### src/sv/dwr_pkg.sv
// ---------------------------------------------------------------------------
// dwr_pkg
// shared types and constants for the double-ended queue with reversal
// ---------------------------------------------------------------------------
package dwr_pkg;

  localparam int OP_BITS          = 3;
  localparam int VALUE_BITS       = 64;
  localparam int STATUS_BITS      = 2;
  localparam int COUNT_BITS       = 5;
  localparam int DEF_CAPACITY     = 16;
  localparam int DEF_WORD_BITS    = 64;

  typedef enum logic [OP_BITS-1:0] {
    OP_ADD_FRONT    = 3'd0,
    OP_ADD_BACK     = 3'd1,
    OP_REMOVE_FRONT = 3'd2,
    OP_REMOVE_BACK  = 3'd3,
    OP_REVERSE      = 3'd4
  } op_t;

  typedef enum logic [STATUS_BITS-1:0] {
    ST_DONE  = 2'd0,
    ST_FULL  = 2'd1,
    ST_EMPTY = 2'd2
  } status_t;

  // what a row of cells does in one cycle
  typedef enum logic [1:0] {
    ROW_HOLD       = 2'd0,
    ROW_SHIFT_UP   = 2'd1,
    ROW_SHIFT_DOWN = 2'd2,
    ROW_LOAD_AT    = 2'd3
  } row_op_t;

endpackage

### src/sv/deque_with_reverse.sv
// ---------------------------------------------------------------------------
// deque_with_reverse
// bounded double-ended queue of words with constant-time order reversal
// ---------------------------------------------------------------------------
// One transaction is taken per clock cycle; each gives one result, shown the
// cycle after acceptance and held until taken because the state only moves on
// acceptance, so the input stalls only while a result waits under out_stall.
// Words live in two rows of CAPACITY cells, one keeping the physical front in
// its cell 0, the other the physical back; an add shifts one row and loads a
// cell of the other, a remove shifts only its own end's row, so both ends are
// always read at fixed cells. Reverse flips a direction flag swapping the ends.
// Adds to a full queue are rejected as full, removes and reverses on an empty
// queue as empty, and front and back read as zero when the queue is empty.
module deque_with_reverse #(
  parameter int CAPACITY  = dwr_pkg::DEF_CAPACITY,
  parameter int WORD_BITS = dwr_pkg::DEF_WORD_BITS
) (
  input  logic                            clk,
  input  logic                            rst_n,
  input  logic                            in_valid,
  output logic                            in_stall,
  input  logic [dwr_pkg::OP_BITS-1:0]     in_operation,
  input  logic [dwr_pkg::VALUE_BITS-1:0]  in_value,
  output logic                            out_valid,
  input  logic                            out_stall,
  output logic [dwr_pkg::STATUS_BITS-1:0] out_status,
  output logic [dwr_pkg::VALUE_BITS-1:0]  out_front_value,
  output logic [dwr_pkg::VALUE_BITS-1:0]  out_back_value,
  output logic [dwr_pkg::COUNT_BITS-1:0]  out_count,
  output logic                            out_is_empty
);
  import dwr_pkg::*;

  localparam int CNT_BITS = $clog2(CAPACITY + 1);
  localparam int IDX_BITS = $clog2(CAPACITY);

  logic [CNT_BITS-1:0] occ_r, occ_nxt;
  logic                rev_r, rev_nxt;
  logic                out_valid_r, out_valid_nxt;
  status_t             status_r, status_nxt;

  logic                in_acc;
  op_t                 op;
  logic                full, empty;
  logic                push_pf, push_pb, pop_pf, pop_pb;
  row_op_t             front_row_op, back_row_op;
  logic [IDX_BITS-1:0] load_pos;
  logic [WORD_BITS-1:0] word_in;
  logic [WORD_BITS-1:0] front_head, back_head;

  assign in_stall = out_valid_r & out_stall;
  assign in_acc   = in_valid & ~in_stall;
  assign op       = op_t'(in_operation);
  assign full     = (occ_r == CNT_BITS'(CAPACITY));
  assign empty    = (occ_r == '0);
  assign word_in  = in_value[WORD_BITS-1:0];
  // a load only happens below capacity, so the count fits an index
  assign load_pos = occ_r[IDX_BITS-1:0];

  // operation decode into physical-end moves
  always_comb begin
    status_nxt = ST_DONE;
    push_pf    = 1'b0;
    push_pb    = 1'b0;
    pop_pf     = 1'b0;
    pop_pb     = 1'b0;
    rev_nxt    = rev_r;
    unique case (op) inside
      OP_ADD_FRONT, OP_ADD_BACK: begin
        if (full) begin
          status_nxt = ST_FULL;
        end else if ((op == OP_ADD_FRONT) != rev_r) begin
          push_pf = in_acc;
        end else begin
          push_pb = in_acc;
        end
      end
      OP_REMOVE_FRONT, OP_REMOVE_BACK: begin
        if (empty) begin
          status_nxt = ST_EMPTY;
        end else if ((op == OP_REMOVE_FRONT) != rev_r) begin
          pop_pf = in_acc;
        end else begin
          pop_pb = in_acc;
        end
      end
      OP_REVERSE: begin
        if (empty) begin
          status_nxt = ST_EMPTY;
        end else if (in_acc) begin
          rev_nxt = ~rev_r;
        end
      end
      default: status_nxt = ST_DONE;
    endcase
  end

  always_comb begin
    occ_nxt = occ_r;
    if (push_pf || push_pb) occ_nxt = occ_r + CNT_BITS'(1);
    else if (pop_pf || pop_pb) occ_nxt = occ_r - CNT_BITS'(1);
  end

  // row commands: each row treats its own end as cell 0
  always_comb begin
    front_row_op = ROW_HOLD;
    back_row_op  = ROW_HOLD;
    if (push_pf) begin
      front_row_op = ROW_SHIFT_UP;
      back_row_op  = ROW_LOAD_AT;
    end else if (push_pb) begin
      front_row_op = ROW_LOAD_AT;
      back_row_op  = ROW_SHIFT_UP;
    end else if (pop_pf) begin
      front_row_op = ROW_SHIFT_DOWN;
    end else if (pop_pb) begin
      back_row_op  = ROW_SHIFT_DOWN;
    end
  end

  dwr_row #(
    .CAPACITY  (CAPACITY),
    .WORD_BITS (WORD_BITS),
    .IDX_BITS  (IDX_BITS)
  ) u_front_row (
    .clk       (clk),
    .op        (front_row_op),
    .load_pos  (load_pos),
    .load_word (word_in),
    .head_word (front_head)
  );

  dwr_row #(
    .CAPACITY  (CAPACITY),
    .WORD_BITS (WORD_BITS),
    .IDX_BITS  (IDX_BITS)
  ) u_back_row (
    .clk       (clk),
    .op        (back_row_op),
    .load_pos  (load_pos),
    .load_word (word_in),
    .head_word (back_head)
  );

  always_comb begin
    out_valid_nxt = out_valid_r;
    if (in_acc) out_valid_nxt = 1'b1;
    else if (!out_stall) out_valid_nxt = 1'b0;
  end

  always_ff @(posedge clk) begin
    if (!rst_n) begin
      occ_r       <= '0;
      rev_r       <= 1'b0;
      out_valid_r <= 1'b0;
      status_r    <= ST_DONE;
    end else begin
      occ_r       <= occ_nxt;
      rev_r       <= rev_nxt;
      out_valid_r <= out_valid_nxt;
      if (in_acc) status_r <= status_nxt;
    end
  end

  // state only moves on acceptance, so these hold while the result waits
  assign out_valid       = out_valid_r;
  assign out_status      = status_r;
  assign out_front_value = empty ? '0 : VALUE_BITS'(rev_r ? back_head : front_head);
  assign out_back_value  = empty ? '0 : VALUE_BITS'(rev_r ? front_head : back_head);
  assign out_count       = COUNT_BITS'(occ_r);
  assign out_is_empty    = empty;

`ifndef SYNTHESIS
  a_occ_bound: assert property (@(posedge clk) disable iff (!rst_n)
    occ_r <= CNT_BITS'(CAPACITY))
    else $error("occupancy above capacity");

  a_add_counts: assert property (@(posedge clk) disable iff (!rst_n)
    in_acc && (op == OP_ADD_FRONT || op == OP_ADD_BACK) && !full
    |=> occ_r == $past(occ_r) + CNT_BITS'(1))
    else $error("accepted add did not raise the count");

  a_reject_keeps: assert property (@(posedge clk) disable iff (!rst_n)
    in_acc && status_nxt != ST_DONE |=> $stable(occ_r) && $stable(rev_r))
    else $error("rejected transaction changed the state");

  a_reverse_flips: assert property (@(posedge clk) disable iff (!rst_n)
    in_acc && op == OP_REVERSE && !empty |=> rev_r != $past(rev_r))
    else $error("reverse did not flip the direction");

  a_result_follows: assert property (@(posedge clk) disable iff (!rst_n)
    in_acc |=> out_valid_r)
    else $error("accepted transaction gave no result");
`endif

endmodule

### src/sv/dwr_cell.sv
// ---------------------------------------------------------------------------
// dwr_cell
// one storage cell of a row: holds a word, takes it from a neighbor on a
// shift or from the input word when the load position matches its own
// ---------------------------------------------------------------------------
module dwr_cell #(
  parameter int IDX       = 0,
  parameter int IDX_BITS  = 4,
  parameter int WORD_BITS = 64
) (
  input  logic                 clk,
  input  dwr_pkg::row_op_t     op,
  input  logic [IDX_BITS-1:0]  load_pos,
  input  logic [WORD_BITS-1:0] load_word,
  input  logic [WORD_BITS-1:0] lower_word,
  input  logic [WORD_BITS-1:0] upper_word,
  output logic [WORD_BITS-1:0] word
);
  import dwr_pkg::*;

  logic [WORD_BITS-1:0] word_r;
  logic [WORD_BITS-1:0] word_nxt;

  always_comb begin
    word_nxt = word_r;
    case (op)
      ROW_SHIFT_UP:   word_nxt = lower_word;
      ROW_SHIFT_DOWN: word_nxt = upper_word;
      ROW_LOAD_AT: begin
        if (load_pos == IDX_BITS'(IDX)) word_nxt = load_word;
      end
      default:        word_nxt = word_r;
    endcase
  end

  always_ff @(posedge clk) begin
    word_r <= word_nxt;
  end

  assign word = word_r;

endmodule

### src/sv/dwr_row.sv
// ---------------------------------------------------------------------------
// dwr_row
// chain of cells with one end fixed at cell 0; shift up inserts at cell 0,
// shift down drops cell 0, load writes the cell just past the last word
// ---------------------------------------------------------------------------
module dwr_row #(
  parameter int CAPACITY  = 16,
  parameter int WORD_BITS = 64,
  parameter int IDX_BITS  = 4
) (
  input  logic                 clk,
  input  dwr_pkg::row_op_t     op,
  input  logic [IDX_BITS-1:0]  load_pos,
  input  logic [WORD_BITS-1:0] load_word,
  output logic [WORD_BITS-1:0] head_word
);
  import dwr_pkg::*;

  logic [WORD_BITS-1:0] cell_word [CAPACITY];

  for (genvar i = 0; i < CAPACITY; i++) begin : g_cell
    logic [WORD_BITS-1:0] lower;
    logic [WORD_BITS-1:0] upper;

    if (i == 0) begin : g_first
      assign lower = load_word;
    end else begin : g_mid_lo
      assign lower = cell_word[i-1];
    end

    // the top cell gets a don't-care word on a shift down, never read
    if (i == CAPACITY - 1) begin : g_last
      assign upper = load_word;
    end else begin : g_mid_hi
      assign upper = cell_word[i+1];
    end

    dwr_cell #(
      .IDX       (i),
      .IDX_BITS  (IDX_BITS),
      .WORD_BITS (WORD_BITS)
    ) u_cell (
      .clk        (clk),
      .op         (op),
      .load_pos   (load_pos),
      .load_word  (load_word),
      .lower_word (lower),
      .upper_word (upper),
      .word       (cell_word[i])
    );
  end

  assign head_word = cell_word[0];

endmodule

### config.mk
export PLATFORM = sky130hd
export DESIGN_NAME = deque_with_reverse
export DESIGN_NICKNAME = d
export VERILOG_FILES = /design/src/sv/dwr_pkg.sv /design/src/sv/deque_with_reverse.sv /design/src/sv/dwr_cell.sv /design/src/sv/dwr_row.sv
export SDC_FILE = /design/constraint.sdc
export NUM_CORES = 2
export LEC_CHECK = 0
export ABC_AREA = 0
export BUFFER_PORTS_ARGS = -buffer_cell sky130_fd_sc_hd__clkbuf_2
export CAP_MARGIN = 20
export CORE_ASPECT_RATIO = 1.5
export CORE_MARGIN = 2
export CORE_UTILIZATION = 40
export CTS_CLUSTER_SIZE = 12
export DETAILED_ROUTE_END_ITERATION = 16
export HOLD_SLACK_MARGIN = 0.06
export MAX_ROUTING_LAYER = met4
export PLACE_DENSITY = 0.55
export SKIP_LAST_GASP = 1
export SYNTH_ARGS = -nofsm -noshare
export SYNTH_HDL_FRONTEND = slang
export SYNTH_HIERARCHICAL = 1
export SYNTH_SLANG_ARGS = --single-unit
### constraint.sdc
create_clock -name clk -period 12.3 [get_ports clk]
set_input_delay 1.23 -clock clk [delete_from_list [all_inputs] [get_ports clk]]
set_output_delay 1.23 -clock clk [all_outputs]
set_load 0.01 [all_outputs]
; ---- Word level (Yosys, flattened, before mapping)
; Cells that the tools add are included.
[classes]
n_addsub = 2
eq_ne = 61
muxes = 78
bitwise_logic = 5
reduce_logical = 44
[op_table]
columns = operator, n
row1 = $pmux W64 S3, 32
row2 = $mux W64, 20
row3 = $reduce_and A2 Y1, 32
row4 = $ne A2 B1 Y1 const B, 17
row5 = $eq A4 B4 Y1 const B, 8
row6 = $ne A2 B2 Y1 const B, 16
row7 = $eq A4 B3 Y1 const B, 4
row8 = $mux W2, 8
row9 = $mux W1, 15
row10 = $mux W5, 2
row11 = $eq A2 B2 Y1 const B, 4
row12 = $eq A4 B2 Y1 const B, 2
row13 = $eq A3 B2 Y1 const B, 2
row14 = $reduce_bool A3 Y1, 2
row15 = $add A5 B1 Y5 const B, 1
row16 = $eq A5 B5 Y1 const B, 1
row17 = $logic_not A5 Y1, 1
row18 = $sub A5 B1 Y5 const B, 1
row19 = $eq A2 B1 Y1 const B, 2
row20 = $eq A4 B1 Y1 const B, 1
row21 = $logic_not A4 Y1, 1
row22 = $pmux W2 S2, 1
row23 = $reduce_or A2 Y1, 2
row24 = $eq A3 B1 Y1 const B, 1
row25 = 9 further kinds, 14
[totals]
reg_bits = 2057
out_inout_bits = 138

; ---- Longest topological paths before layout
[depth]
depth_word = 13
ltp_mapped = 10

; ---- Cells and area by module
; Netlist, hierarchy kept.
[modules_own_cells]
columns = mod, n_inst, cells_per_inst, area_each_um2, seq_area_each_um2
row1 = dwr_cell at u_back_row.g_cell[5].u_cell ..., 7, 218, 3221.8, 1921.8
row2 = dwr_cell at u_back_row.g_cell[7].u_cell ..., 5, 218, 3194.3, 1921.8
row3 = dwr_cell at u_back_row.g_cell[4].u_cell ..., 4, 218, 3196.8, 1921.8
row4 = dwr_cell at u_back_row.g_cell[10].u_cell ..., 4, 218, 3195.6, 1921.8
row5 = dwr_cell at u_back_row.g_cell[11].u_cell ..., 4, 218, 3178.0, 1921.8
row6 = dwr_cell at u_back_row.g_cell[3].u_cell ..., 2, 218, 3170.5, 1921.8
row7 = dwr_cell at u_front_row.g_cell[15].u_cell, 1, 218, 3191.8, 1921.8
row8 = dwr_cell at u_front_row.g_cell[0].u_cell, 1, 218, 3190.6, 1921.8
row9 = dwr_cell at u_back_row.g_cell[15].u_cell, 1, 218, 3175.5, 1921.8
row10 = dwr_cell at u_front_row.g_cell[12].u_cell, 1, 219, 3173.0, 1921.8
row11 = dwr_cell at u_back_row.g_cell[0].u_cell, 1, 218, 3146.8, 1921.8
row12 = dwr_cell at u_back_row.g_cell[12].u_cell, 1, 219, 3144.3, 1921.8
row13 = deque_with_reverse, 1, 372, 2693.8, 180.2

; ---- Worst setup path after synthesis
; No wires, ideal clock.
[synth_timing]
kind = input -> register
from = input in_valid
to = register u_front_row.g_cell[3].u_cell.word_r[0] (enable)
arrival_time_ns = 9.534
path_slack_ns = 2.258
path_stages = 10
n_path_buf = 3
cell_sequence = a21bo_2 > buf_6 > a2111oi_4 > mux2i_1 > mux2i_1 > ha_1 > buf_4 > buf_6 > nand4b_1 > o22ai_1
[synth_between]
elab_chain_cells = 10
[synth_rtl]
columns = element, line
row1 = start: declaration, deque_with_reverse.sv:20  ; input logic in_valid,
row2 = $and A1 B1 Y1 (*), deque_with_reverse.sv:52  ; assign in_acc = in_valid & ~in_stall;
row3 = $mux W1, deque_with_reverse.sv:81  ; end else if ((op == OP_REMOVE_FRONT) != rev_r) begin
row4 = $mux W1, deque_with_reverse.sv:79  ; if (empty) begin
row5 = $mux W1, deque_with_reverse.sv:68  ; unique case (op) inside
row6 = $mux W2, deque_with_reverse.sv:114  ; end else if (pop_pf) begin
row7 = $mux W2, deque_with_reverse.sv:111  ; end else if (push_pb) begin
row8 = $mux W2 (*), deque_with_reverse.sv:108  ; if (push_pf) begin
row9 = via front_row_op[1], deque_with_reverse.sv:46  ; row_op_t front_row_op, back_row_op;
row10 = $eq A2 B2 Y1 or $eq A2 B1 Y1 (tied branches), dwr_cell.sv:26  ; case (op)
row11 = $ne A2 B1 Y1 (no line) or $reduce_bool A3 Y1 (tied branches), --
row12 = $reduce_and A2 Y1 (no line) (*), --
row13 = end signal: assignment, dwr_cell.sv:37  ; word_r <= word_nxt;
row14 = end: declaration, dwr_cell.sv:21  ; logic [WORD_BITS-1:0] word_r;
; The timed path passes the listed nets; every way through them passes the cells marked *.
; A chain may end at the register's enable or synchronous reset.

; ---- Worst setup path in the final report
[layout_timing]
from = register occ_r[2], in the netlist out_count[2]
to = output out_front_value[26] (netlist name)
[layout_between]
elab_chain_cells = 2
[layout_rtl]
columns = element, line
row1 = start: declaration, deque_with_reverse.sv:37  ; logic [CNT_BITS-1:0] occ_r, occ_nxt;
row2 = start signal: assignment, deque_with_reverse.sv:158  ; occ_r <= occ_nxt;
row3 = $logic_not A5 Y1, deque_with_reverse.sv:55  ; assign empty = (occ_r == '0);
row4 = $mux W64, deque_with_reverse.sv:168  ; assign out_front_value = empty ? '0 : VALUE_BITS'(rev_r ? back_head : front_head);
row5 = end: declaration, deque_with_reverse.sv:27  ; output logic [dwr_pkg::VALUE_BITS-1:0] out_front_value,
; No other way between the ends.

==> run_results.csv <==
group,metric,value,unit
place,gp_congestion,0.816,
detailed_routing,viasPerCell,6.19,
place,place_area,107000,um^2
timing,setup_viol,0,
clock_network,cts_buffer_depth,4,
critical_path,cp_max_fo,97,
cells_and_area,nFillCells,24200,
critical_path,startpoint_type,"flip-flop",
critical_path,crit_path_start,"out_count[2]",
cells_and_area,design_area,113000,um^2
min_path,hold_path_end,"out_status[1]",
cells_and_area,area_delta_synth_final,7.40,%
timing,slew_headroom,23.8,%
yosys,synth_cell_types,59,
die,std_cell_rows,230,
yosys,synth.top_cell.area_share,58.6,%
timing,tns,0,ns
critical_path,required,11.07,ns
timing,finalHoldViolations,0,
global_route,overflow,0,
power,p_leak,0.0471,uW
detailed_routing,first_iter_violations,5675,
yosys,seq_area_frac_synth,58.8,%
clock_network,insertion_delay,0.87,ns
yosys,synth_edf_count,2048,
outcome,status,"finished, final reports clean",
timing,maxSlewViolCount,0,
power,ir_worst_vdd,0.107,mV
cells_and_area,drive_above_1_share,10.8,%
global_route,grt_first_pass_wirelength,447,mm
yosys,ys_async_sr_fraction,0,%
detailed_routing,drc,0,
yosys,netlist_instances,7350,
die,die_w,422,um
yosys,yosys_most_used_dff,"edfxtp_1",
power,powerDensity,147,nW/um^2
yosys,synth_most_common_cell,"a21o_1",
detailed_routing,wl_per_cell,27.2,um
die,dieArea,266000,um^2
min_path,hold_class,"reg2reg",
die,start_util,40.1,%
yosys,synth_seq_cells,2057,
power,pwr-share-seq,52.8,%
global_route,grt_max_degree,98,
yosys,synth_top_area_cell,"edfxtp_1",
critical_path,rr_worst_depth,9,
clock_network,htree_levels,4,
timing,skew,0.0442,ns
flow_run,cap_violations,0,
power,sw_frac_of_total,25.3,%
power,p_switching,4190,uW
timing,post-route-min-period,5.89,ns
clock_network,root_buffer,"clkbuf_16",
min_path,min_from,"out_status[1]",
clock_network,cts.clk_slew.worst_paths,0.06,ns
yosys,synth_commonest_cells,"a21o_1, edfxtp_1, a22o_1",
critical_path,end_kind,"output port",
critical_path,crit_arrival,4.66,ns
place,io_buffers,208,
timing,fmax,170,MHz
global_route,track_usage,22.0,%
die,die_h,631,um
critical_path,r2r-end,"u_back_row/g_cell[2].u_cell/word[59]",
critical_path,crit_type,"reg2out",
yosys,netlist_area,105000,um^2
critical_path,crit_slowest_cell,"buf_4",
die,ios,209,
yosys,syn_avg_cell_area,14.3,um^2
critical_path,cp_top_family,"simple AND/OR/NAND/NOR gates",
critical_path,slowest_delay,0.89,ns
place,dpl.hpwl,203,mm
clock_network,cts-hold-fix-buffers,0,
clock_network,cts_buffers,212,
clock_network,clock_sinks,2057,
power,power_frac_comb,11.4,%
timing,tightestPinTransition,1.14,ns
timing,period_share,47.9,%
critical_path,critPathMostFrequentCell,"buf_4",
power,power.internal,12400,uW
critical_path,rr_startpoint,"out_valid",
detailed_routing,firstDrtPassIters,5,
yosys,syn_nets,7486,
critical_path,r2r_slack,6.84,ns
clock_network,post_cts_buffers,0,
clock_network,postCtsResizedCells,0,
clock_network,cts_tree,"done",
timing,grt_setup_unrepaired,"no",
die,core-area,261000,um^2
global_route,antenna_found_initial,11,
yosys,synth_area_leaders,"edfxtp_1, a22o_1, a21o_1, buf_6, mux2i_1",
cells_and_area,nets,7409,
critical_path,cp_num_buf_inv,3,
critical_path,crit_chain,"buf_4, or4_4, nor2_4, buf_4, nor2_1, clkbuf_2",
detailed_routing,vias,67400,
detailed_routing,wl,296,mm
yosys,yosysWarningCount,6,
detailed_routing,drtAntennaViolNets,0,
power,pwr-share-clk,35.8,%
min_path,holdPathStages,2,
global_route,grt_pass1_vias,69100,
==> power by group through the flow <==
stage / Clock, uW / Combinational [uW] / Sequential, uW
2_1_floorplan: 0 / 1290 / 8780
3_3_place_gp: 0 / 1840 / 8870
3_5_place_dp: 0 / 1880 / 8890
4_1_cts: 6090 / 1890 / 8740
5_1_grt: 6320 / 2040 / 8790
6_report: 5930 / 1880 / 8750
==> registers in the layout (all words and copies together) (netlist names) <==
signal	count
out_count	5
out_status	2
out_valid	1
rev_r	1
u_back_row/g_cell.u_cell/word	1024
u_front_row/g_cell.u_cell/word	1024
==> worst reg2reg max path, delay by kind of cell, from the launching register on <==
kind / cells / cell delay [ns]
and+or+nand+nor: 1 / 0.25
DFF: 1 / 0.33
buffers and inverters: 2 / 1.02
AOI/OAI and AO/OA: 3 / 2.02
muxes: 2 / 0.65
adders and majority gates: 1 / 0.76
==> cell families (layout without fill, tap and decap cells) <==
| logic type | count (synthesis) | in the layout | synth area share [%] |
|---|---|---|---|
| XOR/XNOR | 4 | 4 | 0.0334 |
| multiplexers | 145 | 145 | 1.39 |
| adder cells (fa/ha/maj) | 65 | 65 | 0.776 |
| AO/OA/AOI/OAI | 4140 | 4140 | 32.2 |
| other | 0 | 14 | 0 |
| flip-flops | 2057 | 2057 | 58.8 |
| buffers and inverters | 713 | 754 | 5.65 |
| AND/OR/NAND/NOR | 226 | 226 | 1.18 |
==> how the worst max path moves through the flow <==
stage                                           endpoint  slack (ns)  cells after the start
finish                               out_front_value[26]        6.41                      6
global route                         out_front_value[26]        6.14                      6
detailed placement  u_back_row/g_cell[2].u_cell/word[10]        5.78                     10
CTS                                  out_front_value[26]        6.34                      6
global placement    u_back_row/g_cell[2].u_cell/word[10]        5.84                     10
floorplan           u_front_row/g_cell[3].u_cell/word[0]        2.26                     10
==> stage by stage <==
step	utilization [%]	setup slack (ns)	hold WS [ns]	total power, uW	instances
5_1_grt	43.1	6.14	0.487	17100	10900
3_5_place_dp	40.8	5.78	0.457	10800	10500
3_3_place_gp	40.8	5.84	0.452	10700	10500
2_1_floorplan	-	2.26	0.476	10100	7350
6_report	43.1	6.41	0.472	16600	10900
4_1_cts	43.1	6.34	0.476	16700	10900
==> placed cells by master, fill, tap and decap left out, types with 12 or more instances in the layout <==
| cell | Yosys | final |
|---|---|---|
| nor2_4 | 6 | 33 |
| clkinv_2 | 0 | 14 |
| diode_2 | 0 | 14 |
| clkinv_1 | 0 | 31 |
| nor2_1 | 138 | 138 |
| ha_2 | 0 | 62 |
| clkbuf_16 | 0 | 213 |
| a21o_1 | 2049 | 2049 |
| o2bb2ai_4 | 0 | 12 |
| buf_4 | 34 | 176 |
| clkbuf_1 | 18 | 67 |
| a22o_1 | 2020 | 2020 |
| mux2i_4 | 0 | 12 |
| clkbuf_2 | 1 | 208 |
| edfxtp_1 | 2048 | 2048 |
| mux2i_1 | 143 | 131 |
| inv_1 | 36 | 36 |
| a22o_2 | 28 | 28 |
==> per-layer routing <==
metal	vias up	GRT usage, %	wire length (um)
met5	-	-	0
met4	0	5.80	7240
met3	440	2.67	15700
met2	2157	38.7	151000
met1	34800	26.6	122000
li1	30000	-	-
==> cell type report <==
type | instances | area [um^2] | area share, %
diodes | 14 | 35.0 | 0.0311
clock buffers | 280 | 5580 | 4.96
clock inverters | 52 | 333 | 0.296
inverters | 36 | 135 | 0.120
multi-input cells | 4580 | 38100 | 33.8
flip-flops and latches | 2057 | 61700 | 54.8
well taps | 3480 | 4350 | 3.87
repair buffers | 386 | 2410 | 2.14
Note: power is estimated with default switching activity, not from simulation.
